File: config.mk
export PLATFORM = sky130hd
export DESIGN_NAME = rpps_classify
export DESIGN_NICKNAME = d
export VERILOG_FILES = /design/src/sv/rpps_pkg.sv /design/src/sv/rpps_classify.sv
export SDC_FILE = /design/constraint.sdc
export NUM_CORES = 1
export LEC_CHECK = 0
export ABC_AREA = 1
export BUFFER_PORTS_ARGS = -buffer_cell sky130_fd_sc_hd__buf_2
export CORE_UTILIZATION = 48
export DETAILED_ROUTE_END_ITERATION = 10
export GPL_TIMING_DRIVEN = 0
export PLACE_DENSITY = 0.84
export SETUP_SLACK_MARGIN = 0.1
export SYNTH_ARGS = -nofsm -noshare
export SYNTH_HDL_FRONTEND = slang
export SYNTH_SLANG_ARGS = --single-unit
File: constraint.sdc
create_clock -name vclk -period 2.2
set_input_delay 0.44 -clock vclk [all_inputs]
set_output_delay 0.44 -clock vclk [all_outputs]
set_load 0.02 [all_outputs]
File: src/sv/rpps_pkg.sv
// Shared types, constants and comparison functions of the path point simplifier.
package rpps_pkg;

    localparam int MAX_POINTS  = 1024;
    localparam int COORD_BITS  = 24;
    localparam int ADDR_W      = $clog2(MAX_POINTS);
    localparam int CNT_W       = $clog2(MAX_POINTS + 1);
    localparam int IDX_W       = 10;
    localparam int COUNT_OUT_W = 11;
    localparam int KIND_W      = 2;
    localparam int ACTION_W    = 3;
    localparam int IN_DATA_W   = ((2 * COORD_BITS + IDX_W + 7) / 8) * 8;
    localparam int OUT_DATA_W  = ((COUNT_OUT_W + 2 * COORD_BITS + 1 + 7) / 8) * 8;

    localparam logic [KIND_W-1:0] KIND_APPEND = 2'd0;
    localparam logic [KIND_W-1:0] KIND_READ   = 2'd1;
    localparam logic [KIND_W-1:0] KIND_CLEAR  = 2'd2;

    localparam logic [ACTION_W-1:0] ACT_APPENDED  = 3'd0;
    localparam logic [ACTION_W-1:0] ACT_DUPLICATE = 3'd1;
    localparam logic [ACTION_W-1:0] ACT_SEPARATOR = 3'd2;
    localparam logic [ACTION_W-1:0] ACT_TRIMMED   = 3'd3;
    localparam logic [ACTION_W-1:0] ACT_ELIDED    = 3'd4;
    localparam logic [ACTION_W-1:0] ACT_OVERFLOW  = 3'd5;
    localparam logic [ACTION_W-1:0] ACT_READ      = 3'd6;
    localparam logic [ACTION_W-1:0] ACT_CLEARED   = 3'd7;

    typedef logic signed [COORD_BITS-1:0] t_coord;

    typedef struct packed {
        logic [COORD_BITS-1:0] x;
        logic [COORD_BITS-1:0] y;
    } t_point;

    typedef struct packed {
        logic sep;
        logic spike;
        logic elide;
    } t_verdict;

    function automatic logic lies_between(input t_coord a, input t_coord b, input t_coord c);
        lies_between = (a < b) && (b < c);
    endfunction

    function automatic logic is_sep(input t_coord a0, input t_coord a1, input t_coord a2);
        is_sep = lies_between(a2, a1, a0) || lies_between(a0, a1, a2);
    endfunction

    function automatic logic is_trim(input t_coord a0, input t_coord a1, input t_coord a2);
        is_trim = lies_between(a1, a0, a2) || lies_between(a2, a0, a1) ||
                  lies_between(a1, a2, a0) || lies_between(a0, a2, a1);
    endfunction

    function automatic logic is_elide(input t_coord a0, input t_coord a1, input t_coord a2);
        is_elide = (a0 == a2) && (a0 != a1);
    endfunction

endpackage

File: src/sv/rpps_classify.sv
// Separator, spike and elide detection on the incoming point and the two topmost stack points.
module rpps_classify (
    input  rpps_pkg::t_point   i_p0,
    input  rpps_pkg::t_point   i_p1,
    input  rpps_pkg::t_point   i_p2,
    output rpps_pkg::t_verdict o_verdict
);
    import rpps_pkg::*;

    t_coord x0, x1, x2, y0, y1, y2;
    logic   same_x, same_y, hit_x, hit_y, elide_x, elide_y;

    always_comb begin
        x0 = $signed(i_p0.x);
        x1 = $signed(i_p1.x);
        x2 = $signed(i_p2.x);
        y0 = $signed(i_p0.y);
        y1 = $signed(i_p1.y);
        y2 = $signed(i_p2.y);
        same_x  = (x0 == x1) && (x1 == x2);
        same_y  = (y0 == y1) && (y1 == y2);
        elide_x = !is_trim(y0, y1, y2) && is_elide(y0, y1, y2);
        elide_y = !is_trim(x0, x1, x2) && is_elide(x0, x1, x2);
        hit_x   = same_x && (is_trim(y0, y1, y2) || is_elide(y0, y1, y2));
        hit_y   = same_y && (is_trim(x0, x1, x2) || is_elide(x0, x1, x2));
        o_verdict.sep   = (same_x && is_sep(y0, y1, y2)) || (same_y && is_sep(x0, x1, x2));
        o_verdict.spike = hit_x || hit_y;
        o_verdict.elide = hit_x ? elide_x : (hit_y && elide_y);
    end

endmodule

==> flow_summary.toml <==
[drt]
ant_nets = 0
first_pass_iters = 6
postRouteWirelength_mm = 12.2
drc = 0
via_count = 4787
wl_per_cell_um = 13.0
routed_via_density = 5.10
dr.first_iter.drc_count = 91

[global_route]
grt_pass1_wl_mm = 18.3
grt-ovfl-total = 0
grt_pass1_vias = 4570
grt_max_degree = 6
antenna_found_initial = 0
track_usage = 0.247

[critical_path]
path_buf_inv = 4
cp_slowest_cell = "ha_4"
cp.arrival_ns = 2.18
cp_top_family = "simple AND/OR/NAND/NOR gates"
critPathKind = "in2out"
path_cells = "buf_2 -> inv_2 -> ha_4 -> nand4_1 -> a21oi_1 -> nor2_1 -> nand3_1 -> nand2_1 -> a21oi_2 -> nand2_2 -> nand3_1 -> nand2_1 -> nand2_1 -> inv_2 -> buf_6"
endpoint_kind = "output port"
slowest_delay_ns = 0.29
path_common_cell = "nand2_1"
cp_max_fo = 5
critPathLaunchType = "primary input"
cp.required_ns = 1.76

[worst_hold_path]
hold_class = "in2out"

[floorplanning]
die_y_um = 94.5
chipWidth_um = 94.5
pin_count = 147
rows = 33
die_area_mm2 = 0.00893
core_mm2 = 0.00826
initial_core_util = 0.497

[logic_synthesis]
synth_area_mm2 = 0.00411
synth.top_cell.area_share = 0.439
syn_inst = 675
synth.area.top_cells = "ha_1 44%, nand2_1 17%, inv_1 14%, a21oi_1 6.1%, nor2_1 4.4%"
synth_cell_type_count = 24
synth_top_area_cell = "ha_1"
syn_avg_cell_area_um2 = 6.08
ys_seq_area_frac = 0
yosysWarnings = 0
syn_nets = 963

[outcome]
violations = "setup timing"
status = "finished, violations left"

[timing]
min_period_ns = 2.62
finalWorstSetupSlack_ns = -0.423
max_slew_margin = 0.810
grt_setup_unrepaired = "yes"
hold_viol_final = 0
period_share = 1.19
tightest_slew_ns = 0.284
fmax_mhz = 381
slew_violations = 0
setup_viol = 3

[placement]
dp_hpwl_mm = 9.28
port_buffers = 147
dp_slack_ns = -0.543
place.gp.congestion = 0.863

[pwr]
p_leak_uw = 0.00348
peakVddDrop_v = 0.0000952
power_density_mw_per_mm2 = 198
p_total_uw = 1210

[run]
cap_violations = 0

[final_layout]
diodes = 0
drive_gt1_frac = 0.381
n_fill_cell = 627
fin_nets = 1123
area_growth_pct = 48.2
design.seq.count = 0
clock_buffers = 0
multi_input_area_mm2 = 0.00438
fin_util = 0.737
seq_area_um2 = 0
[per-layer routing]
metal,GRT usage,vias to the layer above,part of all wire
met3,0.00966,29,0.040
met2,0.501,159,0.53
li1,-,2504,-
met1,0.279,2095,0.41
met4,0.0530,0,0.023
met5,0,-,0
[what timing repair did]
| item | CTS | global route |
|---|---|---|
| hold endpoints to repair | 0 | 0 |
| hold buffers | 0 | 0 |
| setup buffers | 11 | 0 |
| resized for setup | 114 | 43 |
| pin swaps | 63 | 27 |
| gates cloned | 0 | 0 |
| endpoints found under the setup margin | 3 | 3 |
[kinds of logic after synthesis]
| group | share of synthesized area |
|---|---|
| fa+ha+maj | 0.439 |
| compound gates | 0.0969 |
| buf+inv | 0.142 |
| simple gates | 0.322 |
[synthesized netlist by cell type (all sizes together) (2+ instances only)]
master and n:
o21a 4, o21ai 6, nor3 7, clkinv 2, a21o 8, ha 144
nand4 24, nand2 195, nand3 26, a21oi 50, nor2 50, o22ai 2
inv 153
[worst min-delay path: stages]
cell and delay, ns:
buf_2 0.10, ha_1 0.11, nand4_1 0.14, nand3_2 0.12
o22ai_2 0.06, nand2_1 0.07, nand2_2 0.06, buf_6 0.13
[final timing paths]
kind	slack (ns)	cells after the start	start	end
worst max-delay path	-0.42	15	i_p2[47]	o_verdict[0]
worst min-delay path	1.68	8	i_p2[24]	o_verdict[2]
[cell usage in the layout (no fill, tap or decap), drive strengths merged, types with 2 or more instances in the layout]
cell	instances
o22ai	2
nor3	7
o21ai	6
o21a	4
nand3	26
nor2	50
nand4	24
a21o	8
inv	153
clkinv	2
nand2	195
a21oi	50
buf	158
ha	144
[area by class of cell]
cell class / instances / share of cell area
repair buffers: 158 / 0.160
well taps: 105 / 0.0216
inverters: 155 / 0.0987
multi-input cells: 520 / 0.719
[stage by stage]
stage | setup TNS [ns] | instance area (µm²) | hold slack [ns] | std cells
CTS | -0.973 | 5850 | 1.67 | 938
detailed placement | -1.55 | 5240 | 1.66 | 927
finish | -1.14 | 6080 | 1.68 | 938
global route | -1.62 | 6080 | 1.75 | 938
floorplan | -0.0201 | 4370 | 1.35 | 675
global placement | -1.50 | 5240 | 1.65 | 927
[power by group]
group | switching, µW | total (µW) | internal (µW)
registers | 0 | 0 | 0
logic | 648 | 1210 | 557
clock network | 0 | 0 | 0
Power figures use the tool's default switching activity.
